File: src/rtl/art_pkg.sv
// Shared types, constants and the arctangent table for the rotate-and-translate block.
package art_pkg;

  localparam int CORDIC_STAGES = 16;
  localparam int COORD_WIDTH   = 32;

  // The arctangent table has 32 entries, so at most 32 cells are built.
  localparam int NUM_ITER = (CORDIC_STAGES > 32) ? 32 : CORDIC_STAGES;
  localparam int SAT_W    = (COORD_WIDTH < 32) ? COORD_WIDTH : 32;

  localparam int IDX_W      = 5;
  localparam int PT_W       = 32;
  localparam int ANGLE_W    = 16;
  localparam int CS_W       = 34;
  localparam int ANG_W      = 33;
  localparam int ROT_W      = 34;
  localparam int SUM_W      = ROT_W + 1;
  localparam int PROD_W     = CS_W + PT_W;
  localparam int ACC_W      = PROD_W + 1;
  localparam int FRAC_SHIFT = 30;

  localparam logic signed [CS_W-1:0]  INV_GAIN = CS_W'(32'h26DD3B6A);
  localparam logic signed [ACC_W-1:0] RND_HALF = ACC_W'(1) <<< (FRAC_SHIFT - 1);
  localparam logic signed [ANG_W-1:0] Z_BOUND  = ANG_W'(1) <<< FRAC_SHIFT;
  localparam logic signed [SUM_W-1:0] SAT_HI   = (SUM_W'(1) <<< (SAT_W - 1)) - SUM_W'(1);
  localparam logic signed [SUM_W-1:0] SAT_LO   = -(SUM_W'(1) <<< (SAT_W - 1));

  typedef enum logic [1:0] {
    OP_ROT_X = 2'd0,
    OP_ROT_Y = 2'd1,
    OP_ROT_Z = 2'd2,
    OP_NONE  = 2'd3
  } op_t;

  typedef struct packed {
    logic signed [CS_W-1:0]  x;
    logic signed [CS_W-1:0]  y;
    logic signed [ANG_W-1:0] z;
  } cordic_vec_t;

  typedef struct packed {
    op_t                    op;
    logic [1:0]             quad;
    logic signed [PT_W-1:0] px;
    logic signed [PT_W-1:0] py;
    logic signed [PT_W-1:0] pz;
    logic signed [PT_W-1:0] ox;
    logic signed [PT_W-1:0] oy;
    logic signed [PT_W-1:0] oz;
  } art_pay_t;

  // atan(2^-i) with 2^32 units to a full turn.
  function automatic logic [31:0] atan_turn(input logic [IDX_W-1:0] idx);
    logic [31:0] val;
    case (idx)
      5'd0:    val = 32'h20000000;
      5'd1:    val = 32'h12E4051E;
      5'd2:    val = 32'h09FB385B;
      5'd3:    val = 32'h051111D4;
      5'd4:    val = 32'h028B0D43;
      5'd5:    val = 32'h0145D7E1;
      5'd6:    val = 32'h00A2F61E;
      5'd7:    val = 32'h00517C55;
      5'd8:    val = 32'h0028BE53;
      5'd9:    val = 32'h00145F2F;
      5'd10:   val = 32'h000A2F98;
      5'd11:   val = 32'h000517CC;
      5'd12:   val = 32'h00028BE6;
      5'd13:   val = 32'h000145F3;
      5'd14:   val = 32'h0000A2FA;
      5'd15:   val = 32'h0000517D;
      5'd16:   val = 32'h000028BE;
      5'd17:   val = 32'h0000145F;
      5'd18:   val = 32'h00000A30;
      5'd19:   val = 32'h00000518;
      5'd20:   val = 32'h0000028C;
      5'd21:   val = 32'h00000146;
      5'd22:   val = 32'h000000A3;
      5'd23:   val = 32'h00000051;
      5'd24:   val = 32'h00000029;
      5'd25:   val = 32'h00000014;
      5'd26:   val = 32'h0000000A;
      5'd27:   val = 32'h00000005;
      5'd28:   val = 32'h00000003;
      5'd29:   val = 32'h00000001;
      5'd30:   val = 32'h00000001;
      default: val = 32'h00000000;
    endcase
    return val;
  endfunction

endpackage

File: src/rtl/art_cordic_cell.sv
// One CORDIC rotation cell: a single micro-rotation with its own valid/ready stage.
module art_cordic_cell import art_pkg::*; (
  input  logic              clk,
  input  logic              rst_n,
  input  logic [IDX_W-1:0]  iter_idx,
  input  logic              in_valid,
  output logic              in_ready,
  input  cordic_vec_t       in_vec,
  input  art_pay_t          in_pay,
  output logic              out_valid,
  input  logic              out_ready,
  output cordic_vec_t       out_vec,
  output art_pay_t          out_pay
);

  logic                    valid_r, valid_nxt;
  cordic_vec_t             vec_r, vec_nxt;
  art_pay_t                pay_r;
  logic                    accept;
  logic signed [CS_W-1:0]  dx, dy;
  logic signed [ANG_W-1:0] da;

  assign in_ready  = !valid_r || out_ready;
  assign accept    = in_valid && in_ready;
  assign out_valid = valid_r;
  assign out_vec   = vec_r;
  assign out_pay   = pay_r;

  always_comb begin
    dx      = in_vec.y >>> iter_idx;
    dy      = in_vec.x >>> iter_idx;
    da      = $signed(ANG_W'(atan_turn(iter_idx)));
    vec_nxt = in_vec;
    // Rotate toward zero residual angle.
    if (!in_vec.z[ANG_W-1]) begin
      vec_nxt.x = in_vec.x - dx;
      vec_nxt.y = in_vec.y + dy;
      vec_nxt.z = in_vec.z - da;
    end else begin
      vec_nxt.x = in_vec.x + dx;
      vec_nxt.y = in_vec.y - dy;
      vec_nxt.z = in_vec.z + da;
    end
  end

  always_comb begin
    valid_nxt = valid_r;
    if (accept) begin
      valid_nxt = 1'b1;
    end else if (out_ready) begin
      valid_nxt = 1'b0;
    end
  end

  always_ff @(posedge clk) begin
    if (!rst_n) begin
      valid_r <= 1'b0;
    end else begin
      valid_r <= valid_nxt;
    end
  end

  always_ff @(posedge clk) begin
    if (accept) begin
      vec_r <= vec_nxt;
      pay_r <= in_pay;
    end
  end

  a_drain_only_on_take: assert property (@(posedge clk) disable iff (!rst_n)
    $fell(valid_r) |-> $past(out_ready))
    else $error("cell dropped a request that was not taken");

  a_residual_bounded: assert property (@(posedge clk) disable iff (!rst_n)
    valid_r |-> (vec_r.z <= Z_BOUND && vec_r.z >= -Z_BOUND))
    else $error("residual angle left its convergence range");

endmodule

File: config.mk
export PLATFORM = sky130hd
export DESIGN_NAME = art_cordic_cell
export DESIGN_NICKNAME = d
export VERILOG_FILES = /design/src/rtl/art_pkg.sv /design/src/rtl/art_cordic_cell.sv
export SDC_FILE = /design/constraint.sdc
export NUM_CORES = 1
export LEC_CHECK = 0
export ABC_AREA = 1
export BUFFER_PORTS_ARGS = -buffer_cell sky130_fd_sc_hd__buf_2
export CORE_ASPECT_RATIO = 0.6
export CORE_MARGIN = 2
export CORE_UTILIZATION = 45
export CTS_BUF_LIST = sky130_fd_sc_hd__clkbuf_8
export DETAILED_ROUTE_END_ITERATION = 7
export PLACE_DENSITY = 0.69
export SYNTH_ARGS = -nofsm -noshare
export SYNTH_HDL_FRONTEND = slang
export SYNTH_SLANG_ARGS = --single-unit
File: constraint.sdc
create_clock -name clk -period 33.1 [get_ports clk]
set_input_delay 6.62 -clock clk [delete_from_list [all_inputs] [get_ports clk]]
set_output_delay 6.62 -clock clk [all_outputs]
set_load 0.01 [all_outputs]
Word-level counts from Yosys, hierarchy flattened
Memory sizes are Yosys's and may differ from the RTL's. Index checks and enable logic that the tools add are counted.

$add $sub $neg: 6. Shift-type cells: 2. Muxes and demuxes: 3. Reductions and logical operators: 4.

Operators with widths (count): 101-bit 2-to-1 mux (1); 34-bit adder (2); 34-bit by 5-bit >>> shifter with 34-bit output (2); 34-bit subtractor (2); 33-bit adder (1); 33-bit subtractor (1); 1-bit 2-to-1 mux (2); 2-bit nonzero test (1); 1-bit logical AND (1); 1-bit logical NOT (1); 1-bit logical OR (1).

Register bits: 298. Bits in read-only memories: 960. Input port bits: 306. Output and inout bits: 299. Logic and storage cells: 28. Memories: 1.

Memories: (name not given) (words 32, width 30, read ports 1, clocked after Yosys merged registers in 0, write ports 0, RTL line art_pkg.sv:55) `case (idx)`.

Depth between registers and ports, before layout
Depth after elaboration: 4. Mapped depth: 35. Depth with buffers taken out: 33.

Least setup slack after synthesis
No wires, ideal clock.

Path type: input port to flip-flop. Start point: input in_valid. End point: register pay_r (netlist bit out_pay[0]) (enable). Library setup time: 1.054 ns. Arrival: 20.890 ns. Data required time: 32.046 ns. Path slack: 11.156 ns. Stages on the path: 2. Buffers on the path: 0. Path through: inv_1 > a21oi_1.

Cells in the longest elaborated chain, start to end: 1.

RTL lines: start, declared (RTL line art_cordic_cell.sv:6) `input logic in_valid,`; 1-bit logical AND (RTL line art_cordic_cell.sv:24) `assign accept = in_valid && in_ready;`; net accept (RTL line art_cordic_cell.sv:19) `logic accept;`; end signal, assigned (RTL line art_cordic_cell.sv:66) `pay_r <= in_pay;`; end, declared (RTL line art_cordic_cell.sv:18) `art_pay_t pay_r;`.

The timed path passes the listed nets, and every way through them passes these cells. A chain may end at the register's enable or synchronous reset.

Worst setup path after layout
Start point: input out_ready. End point: output in_ready.

Cells in the longest elaborated chain, start to end: 1.

RTL lines: start, declared (RTL line art_cordic_cell.sv:11) `input logic out_ready,`; 1-bit logical OR (RTL line art_cordic_cell.sv:23) `assign in_ready = !valid_r || out_ready;`; end, declared (RTL line art_cordic_cell.sv:7) `output logic in_ready,`.

Every way passes these cells.

==> metrics.cfg <==
[yosys]
netlist_area_mm2 = 0.02126
syn_area_per_cell_um2 = 8.137
synth_ff_type = edfxtp_1
synth_top_cell_area_share_pct = 41.94
yosys_register_bits = 298
yosysUniqueCellTypes = 55
async_flop_share_pct = 0
yosysSeqAreaShare_pct = 42.04
synth_area_leaders = edfxtp_1 42%, nand2_1 13%, nand3_1 8.6%
ys_warn_count = 0
syn_inst = 2613
yosysTopAreaCell = edfxtp_1
synth-edff-count = 297
syn_nets = 3031

[setup_path]
crit_required_ns = 26.48
crit_end = in_ready
critPathLaunch = out_ready
cp-end-kind = primary output
rr_endpoint = out_vec[100]
cp_cell_sequence = buf_2, inv_1, nand2_1, buf_2
reg2regPathDepth = 3
cpMaxStageDelayCell = buf_2
cpMostUsedCell = buf_2
r2r_slack_ns = 30.74
max_stage_delay_ns = 0.14
crit_type = primary input to primary output
crit_fanout = 2
worstPathArrival_ns = 7.04
rr_startpoint = out_valid
start_kind = primary input

[global_routing]
track_usage_pct = 29.31
grt_pass1_vias = 18610
grt_antenna_before_repair = 7
gr-total-overflow = 0
grt_max_degree = 186
grt_pass1_wl_um = 110300

[power]
switching_share_pct = 37.57
p_int_mw = 0.7726
power_switching_mw = 0.4649
p_per_area_mw_per_mm2 = 48.60
ir_drop_mv = 0.03215
p_comb_share_pct = 37.0
clkPwrFrac_pct = 22.9
power.total_mw = 1.238
p_seq_share_pct = 40.1
p_leak_nw = 12.17

[sta]
report.final.slew_viol_count = 0
rsz0062_at_grt = no
max_freq_mhz = 73.22
max_slew_margin_pct = 28.20
fin_tns_setup_ns = 0
finalHoldViolCount = 0
setup_ws_ns = 19.44
setup_viol = 0
tightest_slew_ns = 1.077
finalCriticalPeriod_ns = 13.66
fin_crit_sh_pct = 41.26
hold_slack_ns = 0.5670
finClkSkew_ns = 0.01828

[outcome]
outcome = finished clean

[drt]
postRouteAntennaNets = 0
vias = 20798
drt_iter0_drc = 2215
dr.pass1.iters = 6
viasPerCell = 5.396
drcViolationCount = 0
routedWlPerCell_um = 19.90
routed_wl_um = 76700

[clock_tree]
htree_num_levels = 2
cts_buffers = 45
cts_resized = 0
postCtsHoldBufs = 0
clk_pin_slew_ns = 0.08
post_cts_buffers = 0
root_buffer = clkbuf_8
ctsLongestPathBuffers = 3
clk_latency_ns = 0.60
tritoncts = done
numClockSinks = 298

[final_layout]
nets = 3610
n_fill_cell = 4482
syn2layout_area_growth_pct = 19.75
final_cell_mix = 734 x nand2_1, 604 x buf_2, 367 x nand3_1, 297 x edfxtp_1, 204 x inv_1
final_common_cell = nand2_1
drive_above_1_share_pct = 24.91
final_area_mm2 = 0.02546
stdcell_count = 3854
utilization_pct = 54.78

[place]
io_buffers = 604
placed_area_mm2 = 0.02466
dp_slack_ns = 19.44
place_congestion = 0.9738
dp.final_hpwl_um = 61930
placed_cells = 3775

[die]
ios = 605
core_area_mm2 = 0.04648
die_x_um = 284.6
num_rows = 61
start_util_pct = 45.75
die-area_mm2 = 0.04906
fp.dieH_um = 172.4

[worst_hold_path]
hold_path.class = register to register

[job]
cap_violations = 0

==> metal layers <==
| metal | routed length [um] | share of wire (%) | GRT usage [%] | up-vias |
|---|---|---|---|---|
| li1 | - | - | - | 10010 |
| met1 | 34870 | 45 | 43.73 | 9758 |
| met2 | 34130 | 44 | 44.71 | 966 |
| met3 | 6865 | 9.0 | 5.686 | 62 |
| met4 | 826 | 1.1 | 4.279 | 2 |
| met5 | 7 | 0.0091 | 0 | - |
==> worst min-delay path by stage <==
stage,from,end,slack [ns],cells past startpoint
after global placement,out_valid,out_valid,0.57,2
final,out_valid,out_valid,0.57,2
after detailed placement,out_valid,out_valid,0.56,2
after global routing,out_valid,out_valid,0.64,2
after CTS,out_valid,out_valid,0.57,2
after floorplan,out_valid,out_valid,0.60,2
==> worst max-delay path, delay by kind of cell <==
kind,cells,cell delay (ns)
buffers and inverters,3,0.34
AND/OR/NAND/NOR,1,0.08
==> cells by family after synthesis <==
family | count (synthesis) | synth area share [%]
AO/OA/AOI/OAI | 308 | 8.285
adder cells (fa/ha/maj) | 112 | 6.697
AND/OR/NAND/NOR | 1418 | 29.29
flip-flops | 298 | 42.04
XOR/XNOR | 171 | 7.255
buffers and inverters | 306 | 6.438
==> synthesized netlist by cell type, drive strengths merged (2+ instances only) <==
| library cell | count |
|---|---|
| xor2 | 117 |
| o221a | 3 |
| fa | 3 |
| clkbuf | 9 |
| a21o | 7 |
| o221ai | 5 |
| a31oi | 16 |
| nand4 | 21 |
| o211ai | 16 |
| nand2 | 780 |
| nor4 | 2 |
| a21oi | 138 |
| o21ai | 95 |
| nand3 | 379 |
| nor3 | 22 |
| o31ai | 2 |
| inv | 222 |
| o22ai | 6 |
| edfxtp | 297 |
| or2 | 3 |
| nor2 | 210 |
| buf | 74 |
| o21a | 6 |
| xnor2 | 54 |
| a211oi | 5 |
| o21bai | 3 |
| a21boi | 4 |
| ha | 109 |
==> sequential cells by signal (all words and copies together), names as in the netlist <==
name and cells:
out_pay 196, out_valid 1, out_vec 101
==> power by group through the flow <==
| stage | Combinational, mW | Clock, mW | Sequential, mW |
|---|---|---|---|
| final | 0.458 | 0.284 | 0.496 |
| after global routing | 0.501 | 0.308 | 0.499 |
| after CTS | 0.452 | 0.294 | 0.496 |
| after detailed placement | 0.450 | 0 | 0.503 |
| after global placement | 0.447 | 0 | 0.502 |
| after floorplan | 0.269 | 0 | 0.535 |
==> area by class of cell <==
type	count	area [um^2]	area share, %
well taps	630	788.3	3.096
flip-flops and latches	298	8939	35.11
clock buffers	45	619.3	2.432
repair buffers	615	3118	12.25
clock inverters	33	183.9	0.7224
multi-input cells	2009	10970	43.07
diodes	1	2.502	0.009828
inverters	223	844.6	3.317
(Power assumes the default switching activity.)
